===== src/rtl/s2c_pkg.sv =====
`default_nettype none

package s2c_pkg;

    localparam int SAMPLE_W = 32;
    localparam int CFG_IDX_W = 2;

    localparam logic [CFG_IDX_W-1:0] REG_RANGE_LOW  = 2'd0;
    localparam logic [CFG_IDX_W-1:0] REG_RANGE_HIGH = 2'd1;
    localparam logic [CFG_IDX_W-1:0] REG_USE_SCAN   = 2'd2;

    localparam logic signed [SAMPLE_W-1:0] RANGE_LOW_RESET  = 32'sd0;
    localparam logic signed [SAMPLE_W-1:0] RANGE_HIGH_RESET = 32'sd65536;

    localparam logic [7:0] INDEX_MAX       = 8'd255;
    localparam logic [7:0] CMAP_LINEAR_MAX = 8'd240;
    localparam logic [7:0] CMAP_KNEE       = 8'd241;
    localparam logic [7:0] NEG_BLUE_BOOST  = 8'd40;
    localparam logic [8:0] THIRD_RECIP     = 9'd171;

    typedef struct packed {
        logic load_in;
        logic calc_mag;
        logic prep;
        logic div_step;
        logic load_out;
    } ctrl_cmd_t;

    typedef struct packed {
        logic is_map;
        logic need_div;
        logic out_free;
    } dp_status_t;

    typedef struct packed {
        logic [7:0] r;
        logic [7:0] g;
        logic [7:0] b;
    } rgb_t;

    // i/3 as a multiply by 171 and shift by 9, exact for 8-bit i
    function automatic rgb_t colormap(input logic [7:0] idx);
        rgb_t       c;
        logic [16:0] prod;
        logic [7:0]  third;
        logic [7:0]  upper;
        prod  = {9'd0, idx} * {8'd0, THIRD_RECIP};
        third = prod[16:9];
        upper = CMAP_KNEE + ((idx - CMAP_KNEE) >> 1);
        if (idx <= CMAP_LINEAR_MAX)
        begin
            c.r = third;
            c.g = idx;
            c.b = {third[6:0], 1'b0};
        end
        else
        begin
            c.r = upper;
            c.g = upper;
            c.b = upper;
        end
        return c;
    endfunction

endpackage

`default_nettype wire


===== src/rtl/s2c_controller.sv =====
`default_nettype none

module s2c_controller (
    input  wire logic               clk,
    input  wire logic               rst_n,
    input  wire logic               in_valid,
    output logic                    in_stall,
    input  s2c_pkg::dp_status_t     status,
    output s2c_pkg::ctrl_cmd_t      cmd
);
    import s2c_pkg::*;

    localparam logic [2:0] S_IDLE = 3'd0;
    localparam logic [2:0] S_MAG  = 3'd1;
    localparam logic [2:0] S_PREP = 3'd2;
    localparam logic [2:0] S_DIV  = 3'd3;
    localparam logic [2:0] S_LOOK = 3'd4;

    localparam logic [2:0] DIV_LAST = 3'd7;

    logic [2:0] state_reg, state_next;
    logic [2:0] cnt_reg, cnt_next;

    always_comb
    begin
        state_next   = state_reg;
        cnt_next     = cnt_reg;
        cmd          = '0;
        case (state_reg)
            S_IDLE:
            begin
                if (in_valid)
                begin
                    cmd.load_in = 1'b1;
                    state_next  = S_MAG;
                end
            end
            S_MAG:
            begin
                cmd.calc_mag = 1'b1;
                state_next   = S_PREP;
            end
            S_PREP:
            begin
                cmd.prep = 1'b1;
                cnt_next = '0;
                if (!status.is_map)
                    state_next = S_IDLE;
                else if (status.need_div)
                    state_next = S_DIV;
                else
                    state_next = S_LOOK;
            end
            S_DIV:
            begin
                cmd.div_step = 1'b1;
                cnt_next     = cnt_reg + 3'd1;
                if (cnt_reg == DIV_LAST)
                    state_next = S_LOOK;
            end
            S_LOOK:
            begin
                if (status.out_free)
                begin
                    cmd.load_out = 1'b1;
                    state_next   = S_IDLE;
                end
            end
            default:
            begin
                state_next = S_IDLE;
            end
        endcase
    end

    assign in_stall = (state_reg != S_IDLE);

    always_ff @(posedge clk or negedge rst_n)
    begin
        if (!rst_n)
        begin
            state_reg <= S_IDLE;
            cnt_reg   <= '0;
        end
        else
        begin
            state_reg <= state_next;
            cnt_reg   <= cnt_next;
        end
    end

    a_div_ends: assert property (@(posedge clk) disable iff (!rst_n)
        state_reg == S_DIV && cnt_reg == DIV_LAST |=> state_reg == S_LOOK)
        else $error("division did not finish after eight steps");

    a_accept_starts: assert property (@(posedge clk) disable iff (!rst_n)
        state_reg == S_IDLE && in_valid |=> state_reg == S_MAG)
        else $error("accepted beat did not start processing");

    a_div_from_prep: assert property (@(posedge clk) disable iff (!rst_n)
        state_reg == S_DIV && cnt_reg == 3'd0 |-> $past(state_reg) == S_PREP)
        else $error("division entered without preparation");

endmodule

`default_nettype wire


===== src/rtl/s2c_datapath.sv =====
`default_nettype none

module s2c_datapath #(
    parameter int FRAC_BITS = 16
) (
    input  wire logic                       clk,
    input  wire logic                       rst_n,
    input  s2c_pkg::ctrl_cmd_t              cmd,
    output s2c_pkg::dp_status_t             status,
    input  wire logic                       cfg_we,
    input  wire logic [s2c_pkg::CFG_IDX_W-1:0] cfg_index,
    input  wire logic [s2c_pkg::SAMPLE_W-1:0]  cfg_data,
    input  wire logic                       operation,
    input  wire logic signed [s2c_pkg::SAMPLE_W-1:0] sample,
    input  wire logic                       frame_start,
    output logic [7:0]                      red,
    output logic [7:0]                      green,
    output logic [7:0]                      blue,
    output logic [7:0]                      color_index,
    output logic                            range_error,
    output logic                            out_valid,
    input  wire logic                       out_stall
);
    import s2c_pkg::*;

    localparam logic signed [SAMPLE_W:0] ONE = $signed((SAMPLE_W+1)'(1) << FRAC_BITS);

    // configuration
    logic signed [SAMPLE_W-1:0] range_low_reg;
    logic signed [SAMPLE_W-1:0] range_high_reg;
    logic                       use_scan_reg;

    // scan tracking
    logic signed [SAMPLE_W-1:0] scan_min_reg;
    logic signed [SAMPLE_W-1:0] scan_max_reg;
    logic                       scan_valid_reg;

    // item in flight
    logic                       op_reg;
    logic                       start_reg;
    logic signed [SAMPLE_W-1:0] sample_reg;
    logic signed [SAMPLE_W-1:0] m_reg;
    logic                       err_reg;
    logic [7:0]                 q_reg;
    logic [SAMPLE_W-1:0]        rem_reg;
    logic [7:0]                 numlow_reg;
    logic [SAMPLE_W-1:0]        den_reg;

    // result beat
    logic [7:0] red_reg, green_reg, blue_reg, index_reg;
    logic       err_out_reg;
    logic       out_valid_reg, out_valid_next;

    logic signed [SAMPLE_W:0]   sample_ext;
    logic signed [SAMPLE_W:0]   mag;
    logic signed [SAMPLE_W:0]   m_full;
    logic signed [SAMPLE_W-1:0] lo;
    logic signed [SAMPLE_W-1:0] hi;
    logic                       err;
    logic                       at_low;
    logic                       at_high;
    logic [SAMPLE_W:0]          a_wide;
    logic [SAMPLE_W:0]          den_wide;
    logic [SAMPLE_W+7:0]        num;
    logic [SAMPLE_W:0]          trial;
    logic [SAMPLE_W:0]          trial_sub;
    logic                       ge;
    rgb_t                       cmap;
    logic [8:0]                 blue_sum;
    logic [7:0]                 blue_adj;

    assign sample_ext = {sample_reg[SAMPLE_W-1], sample_reg};
    assign mag        = sample_reg[SAMPLE_W-1] ? -sample_ext : sample_ext;
    assign m_full     = mag - ONE;

    assign lo      = use_scan_reg ? scan_min_reg : range_low_reg;
    assign hi      = use_scan_reg ? scan_max_reg : range_high_reg;
    assign err     = !use_scan_reg && (lo >= hi);
    assign at_low  = (m_reg <= lo);
    assign at_high = (m_reg >= hi);

    assign a_wide   = {m_reg[SAMPLE_W-1], m_reg} - {lo[SAMPLE_W-1], lo};
    assign den_wide = {hi[SAMPLE_W-1], hi} - {lo[SAMPLE_W-1], lo};
    // times 255 as times 256 minus one
    assign num      = {a_wide[SAMPLE_W-1:0], 8'd0} - {8'd0, a_wide[SAMPLE_W-1:0]};

    assign trial     = {rem_reg, numlow_reg[7]};
    assign trial_sub = trial - {1'b0, den_reg};
    assign ge        = (trial >= {1'b0, den_reg});

    assign cmap     = colormap(q_reg);
    assign blue_sum = {1'b0, cmap.b} + {1'b0, NEG_BLUE_BOOST};
    assign blue_adj = !sample_reg[SAMPLE_W-1] ? cmap.b :
                      (blue_sum[8] ? INDEX_MAX : blue_sum[7:0]);

    assign status.is_map   = op_reg;
    assign status.need_div = op_reg && !err && !at_low && !at_high;
    assign status.out_free = !out_valid_reg || !out_stall;

    always_comb
    begin
        out_valid_next = out_valid_reg;
        if (cmd.load_out)
            out_valid_next = 1'b1;
        else if (out_valid_reg && !out_stall)
            out_valid_next = 1'b0;
    end

    always_ff @(posedge clk or negedge rst_n)
    begin
        if (!rst_n)
        begin
            range_low_reg  <= RANGE_LOW_RESET;
            range_high_reg <= RANGE_HIGH_RESET;
            use_scan_reg   <= 1'b1;
            scan_min_reg   <= '0;
            scan_max_reg   <= '0;
            scan_valid_reg <= 1'b0;
            out_valid_reg  <= 1'b0;
        end
        else
        begin
            out_valid_reg <= out_valid_next;
            if (cfg_we)
            begin
                case (cfg_index)
                    REG_RANGE_LOW:  range_low_reg  <= cfg_data;
                    REG_RANGE_HIGH: range_high_reg <= cfg_data;
                    REG_USE_SCAN:   use_scan_reg   <= cfg_data[0];
                    default:        ;
                endcase
            end
            if (cmd.prep && !op_reg)
            begin
                scan_valid_reg <= 1'b1;
                if (start_reg || !scan_valid_reg)
                begin
                    scan_min_reg <= m_reg;
                    scan_max_reg <= m_reg;
                end
                else
                begin
                    if (m_reg > scan_max_reg)
                        scan_max_reg <= m_reg;
                    if (m_reg < scan_min_reg)
                        scan_min_reg <= m_reg;
                end
            end
        end
    end

    always_ff @(posedge clk)
    begin
        if (cmd.load_in)
        begin
            op_reg     <= operation;
            start_reg  <= frame_start;
            sample_reg <= sample;
        end
        if (cmd.calc_mag)
            m_reg <= m_full[SAMPLE_W-1:0];
        if (cmd.prep)
        begin
            err_reg    <= err;
            q_reg      <= (at_high && !at_low) ? INDEX_MAX : 8'd0;
            rem_reg    <= num[SAMPLE_W+7:8];
            numlow_reg <= num[7:0];
            den_reg    <= den_wide[SAMPLE_W-1:0];
        end
        if (cmd.div_step)
        begin
            rem_reg    <= ge ? trial_sub[SAMPLE_W-1:0] : trial[SAMPLE_W-1:0];
            numlow_reg <= {numlow_reg[6:0], 1'b0};
            q_reg      <= {q_reg[6:0], ge};
        end
        if (cmd.load_out)
        begin
            red_reg     <= err_reg ? 8'd0 : cmap.r;
            green_reg   <= err_reg ? 8'd0 : cmap.g;
            blue_reg    <= err_reg ? 8'd0 : blue_adj;
            index_reg   <= err_reg ? 8'd0 : q_reg;
            err_out_reg <= err_reg;
        end
    end

    assign red         = red_reg;
    assign green       = green_reg;
    assign blue        = blue_reg;
    assign color_index = index_reg;
    assign range_error = err_out_reg;
    assign out_valid   = out_valid_reg;

    a_err_blank: assert property (@(posedge clk) disable iff (!rst_n)
        out_valid_reg && err_out_reg |->
            red_reg == 8'd0 && green_reg == 8'd0 && blue_reg == 8'd0 && index_reg == 8'd0)
        else $error("range error beat carries colour");

    a_scan_order: assert property (@(posedge clk) disable iff (!rst_n)
        scan_valid_reg |-> scan_min_reg <= scan_max_reg)
        else $error("scanned minimum above maximum");

    a_div_rem: assert property (@(posedge clk) disable iff (!rst_n)
        cmd.div_step |-> {1'b0, rem_reg} < {1'b0, den_reg})
        else $error("division remainder not below divisor");

endmodule

`default_nettype wire


===== src/rtl/scalar_to_colormap_pixel.sv =====
// scalar to colormap pixel
// input channel in_valid/in_stall carries operation, sample (signed fixed point,
// FRAC_BITS fraction bits) and frame_start; a scan beat updates the running
// min/max of |sample|-1.0 and gives no result, a map beat gives one result beat
// output channel out_valid/out_stall carries red, green, blue, color_index and
// range_error from an output register
// register writes via cfg_we/cfg_index/cfg_data only while the block is idle, a
// rule for the user that the block does not enforce; one item at a time: a scan
// beat passes acceptance, magnitude and prep; a map beat whose value lies inside
// the range adds 8 steps of a serial restoring divider and a lookup, a clamped or
// error map beat only the lookup, which loads the output register once it is
// free; the next item is accepted while a result still waits; if the receiver
// stalls and a second result is ready, the block holds it and keeps in_stall high
// reset clears scanned range, sets range_low 0, range_high 65536,
// use_scanned_range 1, and empties the output register
`default_nettype none

module scalar_to_colormap_pixel #(
    parameter int FRAC_BITS = 16
) (
    input  wire logic        clk,
    input  wire logic        rst_n,
    input  wire logic        cfg_we,
    input  wire logic [1:0]  cfg_index,
    input  wire logic [31:0] cfg_data,
    input  wire logic        in_valid,
    output logic             in_stall,
    input  wire logic        operation,
    input  wire logic signed [31:0] sample,
    input  wire logic        frame_start,
    output logic             out_valid,
    input  wire logic        out_stall,
    output logic [7:0]       red,
    output logic [7:0]       green,
    output logic [7:0]       blue,
    output logic [7:0]       color_index,
    output logic             range_error
);
    import s2c_pkg::*;

    ctrl_cmd_t  cmd;
    dp_status_t status;

    s2c_controller u_ctrl (
        .clk      (clk),
        .rst_n    (rst_n),
        .in_valid (in_valid),
        .in_stall (in_stall),
        .status   (status),
        .cmd      (cmd)
    );

    s2c_datapath #(
        .FRAC_BITS (FRAC_BITS)
    ) u_dp (
        .clk         (clk),
        .rst_n       (rst_n),
        .cmd         (cmd),
        .status      (status),
        .cfg_we      (cfg_we),
        .cfg_index   (cfg_index),
        .cfg_data    (cfg_data),
        .operation   (operation),
        .sample      (sample),
        .frame_start (frame_start),
        .red         (red),
        .green       (green),
        .blue        (blue),
        .color_index (color_index),
        .range_error (range_error),
        .out_valid   (out_valid),
        .out_stall   (out_stall)
    );

endmodule

`default_nettype wire


===== config.mk =====
export PLATFORM = sky130hd
export DESIGN_NAME = scalar_to_colormap_pixel
export DESIGN_NICKNAME = d
export VERILOG_FILES = /design/src/rtl/s2c_pkg.sv /design/src/rtl/s2c_controller.sv /design/src/rtl/s2c_datapath.sv /design/src/rtl/scalar_to_colormap_pixel.sv
export SDC_FILE = /design/constraint.sdc
export NUM_CORES = 1
export LEC_CHECK = 0
export BUFFER_PORTS_ARGS = -buffer_cell sky130_fd_sc_hd__buf_4
export CORE_MARGIN = 3
export CORE_UTILIZATION = 45
export DETAILED_ROUTE_END_ITERATION = 8
export GPL_ROUTABILITY_DRIVEN = 0
export PLACE_DENSITY = 0.67
export SYNTH_ARGS = -nofsm -noshare
export SYNTH_HDL_FRONTEND = slang
export SYNTH_SLANG_ARGS = --single-unit

===== constraint.sdc =====
create_clock -name clk -period 5.9 [get_ports clk]
set_clock_uncertainty 0.15 [all_clocks]
set_input_delay 1.18 -clock clk [delete_from_list [all_inputs] [get_ports clk]]
set_output_delay 1.18 -clock clk [all_outputs]
set_load 0.03 [all_outputs]

Yosys cells after proc, flatten, opt, wreduce, memory -nomap -nowiden. Cells that the tools add are included.

Add/sub/neg operators: 10. Multipliers: 1. Magnitude comparators: 7. Equal/unequal tests: 10. Mux-type cells: 34. Reductions and logical operators: 32.

Operator list (number): $mux W32 (10); $sub A32 B32 Y32 (3); $ge A32 B32 Y1 (2); $mux W8 (7); $sub A40 B32 Y40 (1); $ge A33 B32 Y1 (1); $gt A32 B32 Y1 (1); $le A32 B32 Y1 (1); $lt A32 B32 Y1 (1); $neg A32 Y32 (1); $sub A32 B18 Y32 const B (1); $mux W23 (1); $mul A8 B8 Y16 const B (1); $mux W3 (5); $pmux W3 S5 (1); $reduce_and A2 Y1 (5); $reduce_bool A2 Y1 (5); $add A8 B6 Y9 const B (1); $mux W1 (9); $add A8 B7 Y8 const A (1); $le A8 B8 Y1 const B (1); $logic_not A1 Y1 (8); $sub A8 B8 Y8 const B (1); $logic_and A1 B1 Y1 (7); other kinds (15) (19).

Register bits: 317. Input port bits: 73. Output and inout port bits: 35. Logic and storage cells: 119.

Logic depth before layout (Yosys ltp). Gate-level depths: netlist of run 1.

Depth in word-level cells: 10. Mapped depth: 27. Mapped depth without buffers: 25.

Hierarchy. A second synthesis of run 1 with hierarchy kept.

Cell total of the unflattened synthesis: 2454. Area, all modules: 24287.0 sq um.

Modules (own cells, without submodules): s2c_datapath (times used 1, cells an instance 2418, area an instance 23922.9 sq um, seq. area each 8675.8 sq um); s2c_controller (times used 1, cells an instance 36, area an instance 364.1 sq um, seq. area each 150.1 sq um).

Least setup slack after synthesis of run 1. No wires, ideal clock.

Kind: register -> register. From: register u_dp.use_scan_reg. To: register u_dp.rem_reg[27] (data pin). Setup time: 0.270 ns. Data arrival time: 5.441 ns. Required time: 5.480 ns. Slack: 0.039 ns. Cell stages (with the launch flop): 26. Buffers on the path: 2. Period minus slack after synthesis: 5.861 ns. Cell sequence: dfstp_2 -> clkbuf_1 -> buf_1 -> mux2i_1 -> inv_1 -> fa_1 -> and2b_1 -> o21ai_1 -> a21oi_1 -> o21ai_0 -> nand2b_1 -> a21oi_1 -> xnor2_1 -> inv_1 -> ha_1 -> nand2_1 -> nor2_1 -> a41o_1 -> and3_1 -> o2111ai_2 -> a2111oi_4 -> o2111ai_2 -> a31o_2 -> nand3b_2 -> xnor2_1 -> a21oi_1.

Cells in the longest elaborated chain, start to end: 5.

RTL lines: from (decl) (RTL line s2c_datapath.sv:31) `logic use_scan_reg;`; from (signal assigned) (RTL line s2c_datapath.sv:129) `REG_USE_SCAN: use_scan_reg <= cfg_data[0];`; $mux W32 (RTL line s2c_datapath.sv:76) `assign lo = use_scan_reg ? scan_min_reg : range_low_reg;`; $sub A32 B32 Y32 (RTL line s2c_datapath.sv:82) `assign a_wide = {m_reg[SAMPLE_W-1], m_reg} - {lo[SAMPLE_W-1], lo};`; $sub A40 B32 Y40 (RTL line s2c_datapath.sv:85) `assign num = {a_wide[SAMPLE_W-1:0], 8'd0} - {8'd0, a_wide[SAMPLE_W-1:0]};`; $mux W32 (RTL line s2c_datapath.sv:162) `if (cmd.prep)`; $mux W32 (RTL line s2c_datapath.sv:170) `if (cmd.div_step)`; to (signal assigned) (RTL line s2c_datapath.sv:166) `rem_reg <= num[SAMPLE_W+7:8];`; to (signal assigned) (RTL line s2c_datapath.sv:172) `rem_reg <= ge ? trial_sub[SAMPLE_W-1:0] : trial[SAMPLE_W-1:0];`; to (decl) (RTL line s2c_datapath.sv:45) `logic [SAMPLE_W-1:0] rem_reg;`.

Every way passes these cells. The select of a mux whose other input is x is not followed. A chain may end at the register's enable or synchronous reset.

Worst setup path after layout of run 1.
From: register u_dp.use_scan_reg. To: register u_dp.rem_reg[25] (data pin).

The elaborated chain is that of the path after synthesis.

==> flow_summary.json, run 1 <==
{
  "grt_pass1_wl_mm": 97.5,
  "syn_avg_cell_area_um2": 9.97,
  "hold_depth": 2,
  "start_util_pct": 45.7,
  "reg2reg_depth": 24,
  "die_h_um": 238,
  "detail-route-antenna-nets": 0,
  "yosys_warnings": 0,
  "coreArea_um2": 52900,
  "worst_pin_slew_ps": 1190,
  "track_usage_pct": 21.2,
  "max_stage_delay_ps": 660,
  "cp-end-kind": "flop",
  "maxCapViolations": 0,
  "syn-instance-count": 2426,
  "startpoint_type": "flop",
  "rsz0062_at_grt": "false",
  "io_pins": 108,
  "hold_path_end": "u_dp.numlow_reg[0]$_SDFFE_PP0P_",
  "crit_chain": "mux2_2 > ha_1 > fa_2 > and2b_1 > o21ai_2 > a21oi_1 > o21ai_0 > nand2b_1 > a21oi_1 > xnor2_1 > inv_1 > ha_4 > nand2_1 > o21ai_1 > a21o_1 > a41o_1 > and3_4 > o2111ai_2 > a2111oi_4 > o2111ai_2 > a31o_4 > nand2_1 > xnor2_1 > a21oi_1",
  "crit_fanout": 5,
  "syn_area_um2": 24200,
  "root_buffer": "clkbuf_16",
  "clk_pin_slew_ps": 60,
  "drc": 0,
  "area_growth_pct": 13.0,
  "antenna_found_initial": 0,
  "critical_path_buf_inv_count": 1,
  "wl_mm": 60.0,
  "hold_buffers": 0,
  "crit_top_cell": "a21oi_1",
  "cp_num_cells": 24,
  "period_minus_slack_ps": 5660,
  "ys_types": 101,
  "arrival_ps": 5800,
  "critPathSlowestCell": "dfstp_4",
  "maxSlewViolCount": 0,
  "placementRows": 84,
  "status": "complete, no violations",
  "path_class": "flop to flop",
  "htree_levels": 2,
  "finalHoldViolations": 0,
  "via_per_inst": 5.70,
  "dieWidth_um": 238,
  "drt_pre_antenna_iters": 5,
  "drive_gt1_share_pct": 15.5,
  "fin_crit_sh_pct": 96.0,
  "r2r_slack_ps": 240,
  "ys_seq_area_share_pct": 36.5,
  "drtIter0Drc": 1181,
  "reg2reg_to": "u_dp.rem_reg[25]$_DFFE_PP_",
  "setup_viol": 0,
  "grt_max_degree": 96,
  "async_reset_ff_share_pct": 43.2,
  "clock_sinks": 317,
  "grt_pass1_vias": 18900,
  "overflow": 0,
  "synth-edff-count": 179,
  "fillers": 4640,
  "syn-num-nets": 2783,
  "worstReg2RegStart": "u_dp.use_scan_reg$_DFFE_PN1P_",
  "port_buffers": 107,
  "max_freq_ghz": 0.177,
  "dp_hpwl_mm": 47.4,
  "min_path_type": "flop to flop",
  "clock_latency_ps": 560,
  "cpLargestDelayFamily": "compound AO/OA/AOI/OAI gates",
  "required_ps": 6030,
  "avgRoutedWirePerCell_um": 18.4,
  "relSlewSlack_pct": 20.4,
  "setup_tns_ps": 0,
  "ys_seq_elements": 317,
  "tritoncts": "built",
  "dr_total_vias": 18600,
  "hold_start": "u_dp.numlow_reg[0]$_SDFFE_PP0P_",
  "die-area_um2": 56500,
  "final_nets": 2902,
  "ys.flop_type": "edfxtp_1",
  "clockBufferDepth": 3,
  "cts_buffers": 37
}
==> cells by family after synthesis <==
group                    synth area share (%)
AO/OA/AOI/OAI                            16.2
XOR/XNOR                                 6.53
adder cells (fa/ha/maj)                  15.2
buffers and inverters                    4.60
flip-flops                               36.5
multiplexers                             9.26
AND/OR/NAND/NOR                          11.7
==> cells in the final DEF (no fill, tap or decap), types with 31 or more instances in the layout <==
cell type	instances
nand3_1	37
o21ai_0	110
nand2_1	139
nand4_1	38
a21o_1	97
xor2_1	62
nor2_1	125
ha_1	263
buf_4	144
o21a_1	34
a211oi_1	37
edfxtp_1	179
a21oi_1	156
inv_1	222
nor3_1	31
mux2_2	123
nand2b_1	45
xnor2_1	108
nor2b_1	40
clkbuf_16	41
mux2i_1	69
dfrtp_1	135
==> worst max path at each step <==
stage / end / start / slack, ps
floorplan: u_dp.rem_reg[27]$_DFFE_PP_ / u_dp.use_scan_reg$_DFFE_PN1P_ / 40
global placement: u_dp.rem_reg[26]$_DFFE_PP_ / u_dp.use_scan_reg$_DFFE_PN1P_ / 240
detailed placement: u_dp.rem_reg[26]$_DFFE_PP_ / u_dp.use_scan_reg$_DFFE_PN1P_ / 30
CTS: u_dp.rem_reg[26]$_DFFE_PP_ / u_dp.use_scan_reg$_DFFE_PN1P_ / 0.3
global route: u_dp.rem_reg[25]$_DFFE_PP_ / u_dp.use_scan_reg$_DFFE_PN1P_ / 10
finish: u_dp.rem_reg[25]$_DFFE_PP_ / u_dp.use_scan_reg$_DFFE_PN1P_ / 240
==> final cells by class <==
| cell class | count | area (um2) | area share [%] |
|---|---|---|---|
| Timing Repair Buffer | 147 | 1120 | 4.10 |
| Sequential cell | 317 | 8830 | 32.3 |
| Clock inverter | 18 | 150 | 0.550 |
| Antenna cell | 2 | 5.00 | 0.0183 |
| Tap cell | 688 | 861 | 3.15 |
| Multi-Input combinational cell | 1819 | 14400 | 52.8 |
| Clock buffer | 50 | 1080 | 3.95 |
| Inverter | 223 | 837 | 3.06 |
==> worst reg2reg max path, delay by kind of cell (launching register included) <==
family	cells	cell delay [ps]
and+or+nand+nor	5	730
xor gates and xnor gates	2	390
DFF	1	660
AOI/OAI and AO/OA	12	2120
muxes	1	360
buffers and inverters	1	110
adders and majority gates	3	870
==> through the flow <==
step	utilization, %	instances	setup WS (ps)	hold slack (ps)	instance area, um2
floorplan	-	2426	39.1	275	24200
global placement	49.0	3190	242	285	25900
detailed placement	49.0	3190	34.2	293	25900
CTS	51.4	3258	0.286	306	27200
global route	51.7	3262	13.5	350	27300
finish	51.7	3264	237	308	27300
==> Yosys cell counts, types with 37 or more instances <==
master / n / share of area (%)
a21o_1: 97 / 3.0
clkbuf_1: 48 / 0.75
nor2_1: 129 / 2.0
nand3_1: 37 / 0.77
mux2i_1: 75 / 3.1
xnor2_1: 108 / 3.9
a211oi_1: 38 / 1.2
ha_1: 269 / 14
edfxtp_1: 179 / 22
o21ai_0: 111 / 2.3
inv_1: 223 / 3.5
nand4_1: 38 / 0.98
dfrtp_1: 135 / 14
xor2_1: 62 / 2.2
a21oi_1: 160 / 3.3
nor2b_1: 40 / 1.0
nand2b_1: 45 / 1.2
mux2_2: 123 / 5.7
nand2_1: 140 / 2.2
==> timing repair <==
| action | CTS | global route |
|---|---|---|
| setup buffers | 0 | 4 |
| resized for setup | 0 | 32 |
| setup endpoints to repair | 0 | 16 |
==> metal layers <==
metal  vias to the layer above  part of all wire [%]  GRT usage (%)
met5                         -                     0              0
met4                         0                   3.5           7.54
met2                       436                    48           36.4
met1                      8999                    45           27.5
met3                       122                   3.9           2.60
li1                       9053                     -              -
Power of run 1 is left out: the tool's default activity adds up to more than one toggle a clock period on the data nets, which glitch-free logic cannot reach.
==> inputs of run 2 (changes only) <==
--- a/config.mk
+++ b/config.mk
@@ -6,11 +6,12 @@
 export NUM_CORES = 1
 export LEC_CHECK = 0
 export BUFFER_PORTS_ARGS = -buffer_cell sky130_fd_sc_hd__buf_4
-export CORE_MARGIN = 3
+export CORE_MARGIN = 1.5
 export CORE_UTILIZATION = 45
 export DETAILED_ROUTE_END_ITERATION = 8
 export GPL_ROUTABILITY_DRIVEN = 0
 export PLACE_DENSITY = 0.67
+export SETUP_SLACK_MARGIN = 0.5
 export SYNTH_ARGS = -nofsm -noshare
 export SYNTH_HDL_FRONTEND = slang
 export SYNTH_SLANG_ARGS = --single-unit
==> run 2 against run 1 <==
  * Sequential share of layout area fell by 1.2 points
  * Count of clock-buffer cells in the layout decreased by 7
  * Die area fell by 2.5%
  * Register-to-register slack improved by 140 ps
  * Setup slack improved by 140 ps
  * First-iteration DRC count is 1.5% lower
  * Maximum frequency rose by 2.5%
  * Non-clock buffer count rose by 32
==> flow_summary.json, run 2 (same netlist as run 1, synthesis figures left out) <==
{
  "status": "complete, no violations",
  "die_h_um": 235,
  "avgRoutedWirePerCell_um": 18.9,
  "antenna_found_initial": 0,
  "tritoncts": "built",
  "overflow": 0,
  "die-area_um2": 55100,
  "reg2reg_to": "u_dp.rem_reg[29]$_DFFE_PP_",
  "reg2reg_depth": 24,
  "maxSlewViolCount": 0,
  "dp_hpwl_mm": 47.1,
  "setup_viol": 0,
  "final_common_cell": "ha_1",
  "crit_path_start": "u_dp.use_scan_reg$_DFFE_PN1P_",
  "drc": 0,
  "root_buffer": "clkbuf_16",
  "mostFrequentLayoutCells": "246 x ha_1, 221 x inv_1, 179 x edfxtp_1",
  "endpoint": "u_dp.rem_reg[29]$_DFFE_PP_",
  "dieWidth_um": 235,
  "r2r_slack_ps": 370,
  "clock_sinks": 317,
  "placementRows": 84,
  "antenna_cells": 0,
  "grt_pass1_vias": 18900,
  "cpLargestDelayFamily": "compound AO/OA/AOI/OAI gates",
  "worstReg2RegStart": "u_dp.use_scan_reg$_DFFE_PN1P_",
  "track_usage_pct": 21.7,
  "clock_latency_ps": 560,
  "cts_buffers": 37,
  "min_path_type": "flop to flop",
  "required_ps": 6020,
  "area_growth_pct": 17.4,
  "finalHoldViolations": 0,
  "coreArea_um2": 52900,
  "cp-end-kind": "flop",
  "detail-route-antenna-nets": 0,
  "drtIter0Drc": 1163,
  "rsz0062_at_grt": "true",
  "start_util_pct": 45.7,
  "clockBufferDepth": 3,
  "io_pins": 108,
  "startpoint_type": "flop",
  "relSlewSlack_pct": 20.2,
  "drt_pre_antenna_iters": 6,
  "period_minus_slack_ps": 5530,
  "port_buffers": 107,
  "arrival_ps": 5640,
  "worst_pin_slew_ps": 1190,
  "critPathSlowestCell": "dfstp_4",
  "setup_tns_ps": 0,
  "cp_num_cells": 24,
  "htree_levels": 2,
  "wl_mm": 62.3,
  "crit_chain": "mux2_4 > ha_4 > fa_2 > and2b_2 > o21ai_4 > a21oi_2 > o21ai_1 > nand2b_1 > a21oi_2 > xnor2_2 > inv_2 > ha_4 > nand2_4 > o21ai_2 > a21o_1 > a41o_1 > and3_4 > o2111ai_4 > a2111oi_4 > o2111ai_2 > a31o_4 > nand3_4 > xnor2_2 > o21ai_1",
  "drive_gt1_share_pct": 20.0,
  "grt_pass1_wl_mm": 97.3,
  "final_nets": 2934,
  "max_stage_delay_ps": 720,
  "critical_path_buf_inv_count": 1,
  "grt_max_degree": 64,
  "fin_crit_sh_pct": 93.6,
  "max_freq_ghz": 0.181,
  "clk_pin_slew_ps": 60,
  "maxCapViolations": 0,
  "via_per_inst": 5.77,
  "crit_fanout": 7,
  "path_class": "flop to flop",
  "dr_total_vias": 19000
}
-- run 2: cell types whose count changed in the layout (fill, tap and decap cells not counted), moves of 4 or more --
cell	delta
a31oi_2	+4
xnor2_2	+9
ha_4	+18
mux2i_4	+12
buf_4	+29
ha_1	-17
a21oi_1	-10
o21ai_0	-11
a21oi_2	+10
o21ai_2	+4
a31oi_1	-4
mux2i_1	-13
xnor2_1	-9
o21ai_1	+5
-- run 2: through the flow --
stage / hold WS [ps] / setup WS (ps) / util, % / area [um2] / std cells
after floorplan: 275 / 502 / - / 24200 / 2426
after global placement: 287 / 248 / 49.0 / 25900 / 3185
after detailed placement: 293 / 67.9 / 49.0 / 25900 / 3185
after CTS: 307 / 476 / 52.1 / 27500 / 3265
after global routing: 332 / 266 / 53.7 / 28400 / 3293
final: 305 / 375 / 53.7 / 28400 / 3293
-- run 2: layer usage --
| layer | up-vias | track usage (%) | wire length (um) |
|---|---|---|---|
| met2 | 569 | 36.7 | 29700 |
| met3 | 144 | 3.20 | 3120 |
| met1 | 9195 | 27.5 | 26700 |
| li1 | 9107 | - | - |
| met5 | - | 0 | 0 |
| met4 | 0 | 9.84 | 2750 |
-- run 2: worst reg2reg max path, delay by kind of cell, from the launching register on --
kind,cells,cell delay (ps)
mux,1,350
xor+xnor,2,310
simple gates,5,720
compound gates,12,2130
buf+inv,1,70
fa+ha+maj,3,810
flops,1,720
-- run 2: layout make-up --
class	instances	area [um2]
clock buffer	43	952
clock inverter	24	269
fill	4496	24500
inverter	223	837
multi-input combinational	1819	15200
sequential	317	8830
tap	688	861
timing repair buffer	179	1450
-- run 2: how the worst min path moves through the flow --
stage                                    start                               to  slack (ps)  cells after the start
6_report       u_dp.numlow_reg[0]$_SDFFE_PP0P_  u_dp.numlow_reg[0]$_SDFFE_PP0P_         300                      2
3_5_place_dp   u_dp.numlow_reg[0]$_SDFFE_PP0P_  u_dp.numlow_reg[0]$_SDFFE_PP0P_         290                      2
4_1_cts        u_dp.numlow_reg[0]$_SDFFE_PP0P_  u_dp.numlow_reg[0]$_SDFFE_PP0P_         310                      2
5_1_grt        u_dp.numlow_reg[0]$_SDFFE_PP0P_  u_dp.numlow_reg[0]$_SDFFE_PP0P_         330                      2
2_1_floorplan  u_dp.numlow_reg[0]$_SDFFE_PP0P_  u_dp.numlow_reg[0]$_SDFFE_PP0P_         270                      2
3_3_place_gp   u_dp.numlow_reg[0]$_SDFFE_PP0P_  u_dp.numlow_reg[0]$_SDFFE_PP0P_         290                      2
-- run 2: repair_timing --
item                                    in CTS  in global routing
pin swaps                                   16                 40
cloned                                       1                  2
endpoints found under the setup margin      23                 35
setup buffers                               12                 26
hold buffers                                 0                  0
resized for setup                           54                117
Power of run 2 is left out for the same reason.
==> inputs of run 3 (changes only) <==
--- a/config.mk
+++ b/config.mk
@@ -6,6 +6,7 @@
 export NUM_CORES = 1
 export LEC_CHECK = 0
 export BUFFER_PORTS_ARGS = -buffer_cell sky130_fd_sc_hd__buf_4
+export CORE_ASPECT_RATIO = 0.75
 export CORE_MARGIN = 1.5
 export CORE_UTILIZATION = 45
 export DETAILED_ROUTE_END_ITERATION = 8
==> run 3 against run 2 <==
  * First-iteration DRC count increased by 33%
  * Count of clock-buffer cells in the layout up 9
  * Design area rose by 0.43%
  * Die area barely moved
  * Non-clock buffer count up 1
  * Flip-flop and latch count is the same
  * Critical path depth stayed put
  * Global-route usage grew 0.56 points
  * Via count grew 0.50%
  * Critical path type unchanged
  * Register-to-register slack improved by 40 ps
  * Setup slack better by 39 ps
  * Core utilization about the same
==> flow_summary.json, run 3 (same netlist as run 1, synthesis figures left out) <==
{
  "status": "complete, no violations",
  "dp_hpwl_mm": 48.1,
  "maxSlewViolCount": 0,
  "setup_tns_ps": 0,
  "detail-route-antenna-nets": 0,
  "clk_pin_slew_ps": 60,
  "dr_total_vias": 19100,
  "drt_pre_antenna_iters": 6,
  "fin_crit_sh_pct": 93.0,
  "die_h_um": 204,
  "port_buffers": 107,
  "dpl.cell_count": 3212,
  "antenna_cells": 0,
  "final_nets": 2935,
  "drc": 0,
  "final_common_cell": "ha_1",
  "cp-end-kind": "flop",
  "stdcell_area_um2": 28500,
  "grt_pass1_vias": 18500,
  "wl_mm": 63.3,
  "regArea_um2": 8830,
  "io_pins": 108,
  "critical_path_buf_inv_count": 1,
  "relSlewSlack_pct": 21.3,
  "required_ps": 6020,
  "start_util_pct": 45.6,
  "overflow": 0,
  "r2r_slack_ps": 410,
  "antenna_found_initial": 1,
  "crit_fanout": 7,
  "dpl-instance-area_um2": 25900,
  "dieWidth_um": 271,
  "finalHoldViolations": 0,
  "clock_sinks": 317,
  "max_freq_ghz": 0.182,
  "avgRoutedWirePerCell_um": 19.1,
  "arrival_ps": 5600,
  "rsz0062_at_grt": "true",
  "htree_levels": 2,
  "coreArea_um2": 53100,
  "startpoint_type": "flop",
  "clockBufferDepth": 3,
  "root_buffer": "clkbuf_16",
  "grt_pass1_wl_mm": 99.0,
  "drive_gt1_share_pct": 20.2,
  "tritoncts": "built",
  "maxCapViolations": 0,
  "critPathSlowestCell": "dfstp_4",
  "period_minus_slack_ps": 5490,
  "setup_viol": 0,
  "crit_chain": "mux2_4 > ha_4 > fa_2 > and2b_2 > o21ai_4 > a21oi_2 > o21ai_1 > nand2b_1 > a21oi_2 > xnor2_2 > inv_2 > ha_4 > nand2_4 > o21ai_2 > a21o_1 > a41o_1 > and3_4 > o2111ai_4 > a2111oi_4 > o2111ai_2 > a31o_4 > nand3_2 > xnor2_2 > o21ai_1",
  "mostFrequentLayoutCells": "243 x ha_1, 221 x inv_1, 179 x edfxtp_1",
  "track_usage_pct": 22.3,
  "hold_buffers": 0,
  "die-area_um2": 55100,
  "via_per_inst": 5.76,
  "drtIter0Drc": 1542,
  "multi_input_area_um2": 15200,
  "max_stage_delay_ps": 740,
  "grt_max_degree": 98,
  "final_cells": 3319,
  "cts_buffers": 37,
  "fillers": 4501,
  "cpLargestDelayFamily": "compound AO/OA/AOI/OAI gates",
  "placementRows": 73,
  "area_growth_pct": 17.9,
  "clock_latency_ps": 560,
  "worst_pin_slew_ps": 1180,
  "min_path_type": "flop to flop",
  "path_class": "flop to flop"
}
-- run 3: layer usage --
layer  share of wire [%]  vias to the layer above  global-route usage (%)  wire [um]
li1                    -                     9117                       -          -
met1                  48                     9262                    32.6      30200
met2                  43                      625                    34.0      27400
met3                 6.3                      107                    3.21       3970
met4                 2.7                        0                    6.86       1720
met5                   0                        -                       0          0
-- run 3: worst min-delay path: cells and delay by family (launching register included) --
kind / cells / cell delay [ps]
flops: 1 / 320
compound gates: 1 / 60
simple gates: 1 / 50
-- run 3: final timing paths --
check | start | to | cells after the start
max reg2reg | u_dp.use_scan_reg$_DFFE_PN1P_ | u_dp.rem_reg[29]$_DFFE_PP_ | 24
min | u_dp.numlow_reg[0]$_SDFFE_PP0P_ | u_dp.numlow_reg[0]$_SDFFE_PP0P_ | 2
max | u_dp.use_scan_reg$_DFFE_PN1P_ | u_dp.rem_reg[29]$_DFFE_PP_ | 24
min in group asynchronous | rst_n | u_dp.scan_min_reg[26]$_DFFE_PN0P_ | 1
max in group asynchronous | rst_n | u_ctrl.cnt_reg[0]$_DFFE_PN0P_ | 2
min reg2reg | u_dp.numlow_reg[0]$_SDFFE_PP0P_ | u_dp.numlow_reg[0]$_SDFFE_PP0P_ | 2
-- run 3: layout make-up --
class	count	share of cell area [%]
clock buffers	52	3.81
flip-flops and latches	317	31.0
well taps	712	3.12
clock inverters	16	0.764
inverters	223	2.94
repair buffers	180	5.01
multi-input cells	1819	53.4
-- run 3: timing repair --
action	in CTS	in global routing
gates resized for setup	62	114
gates cloned	0	2
setup buffers	12	25
setup endpoints to repair	24	32
pin swaps	11	49
-- run 3: metrics by stage --
stage	util (%)	hold slack, ps	setup slack, ps
2_1_floorplan	-	275	502
3_3_place_gp	48.9	285	264
3_5_place_dp	48.9	299	70.0
4_1_cts	52.1	312	503
5_1_grt	53.7	327	233
6_report	53.7	313	414
Power of run 3 is left out for the same reason.
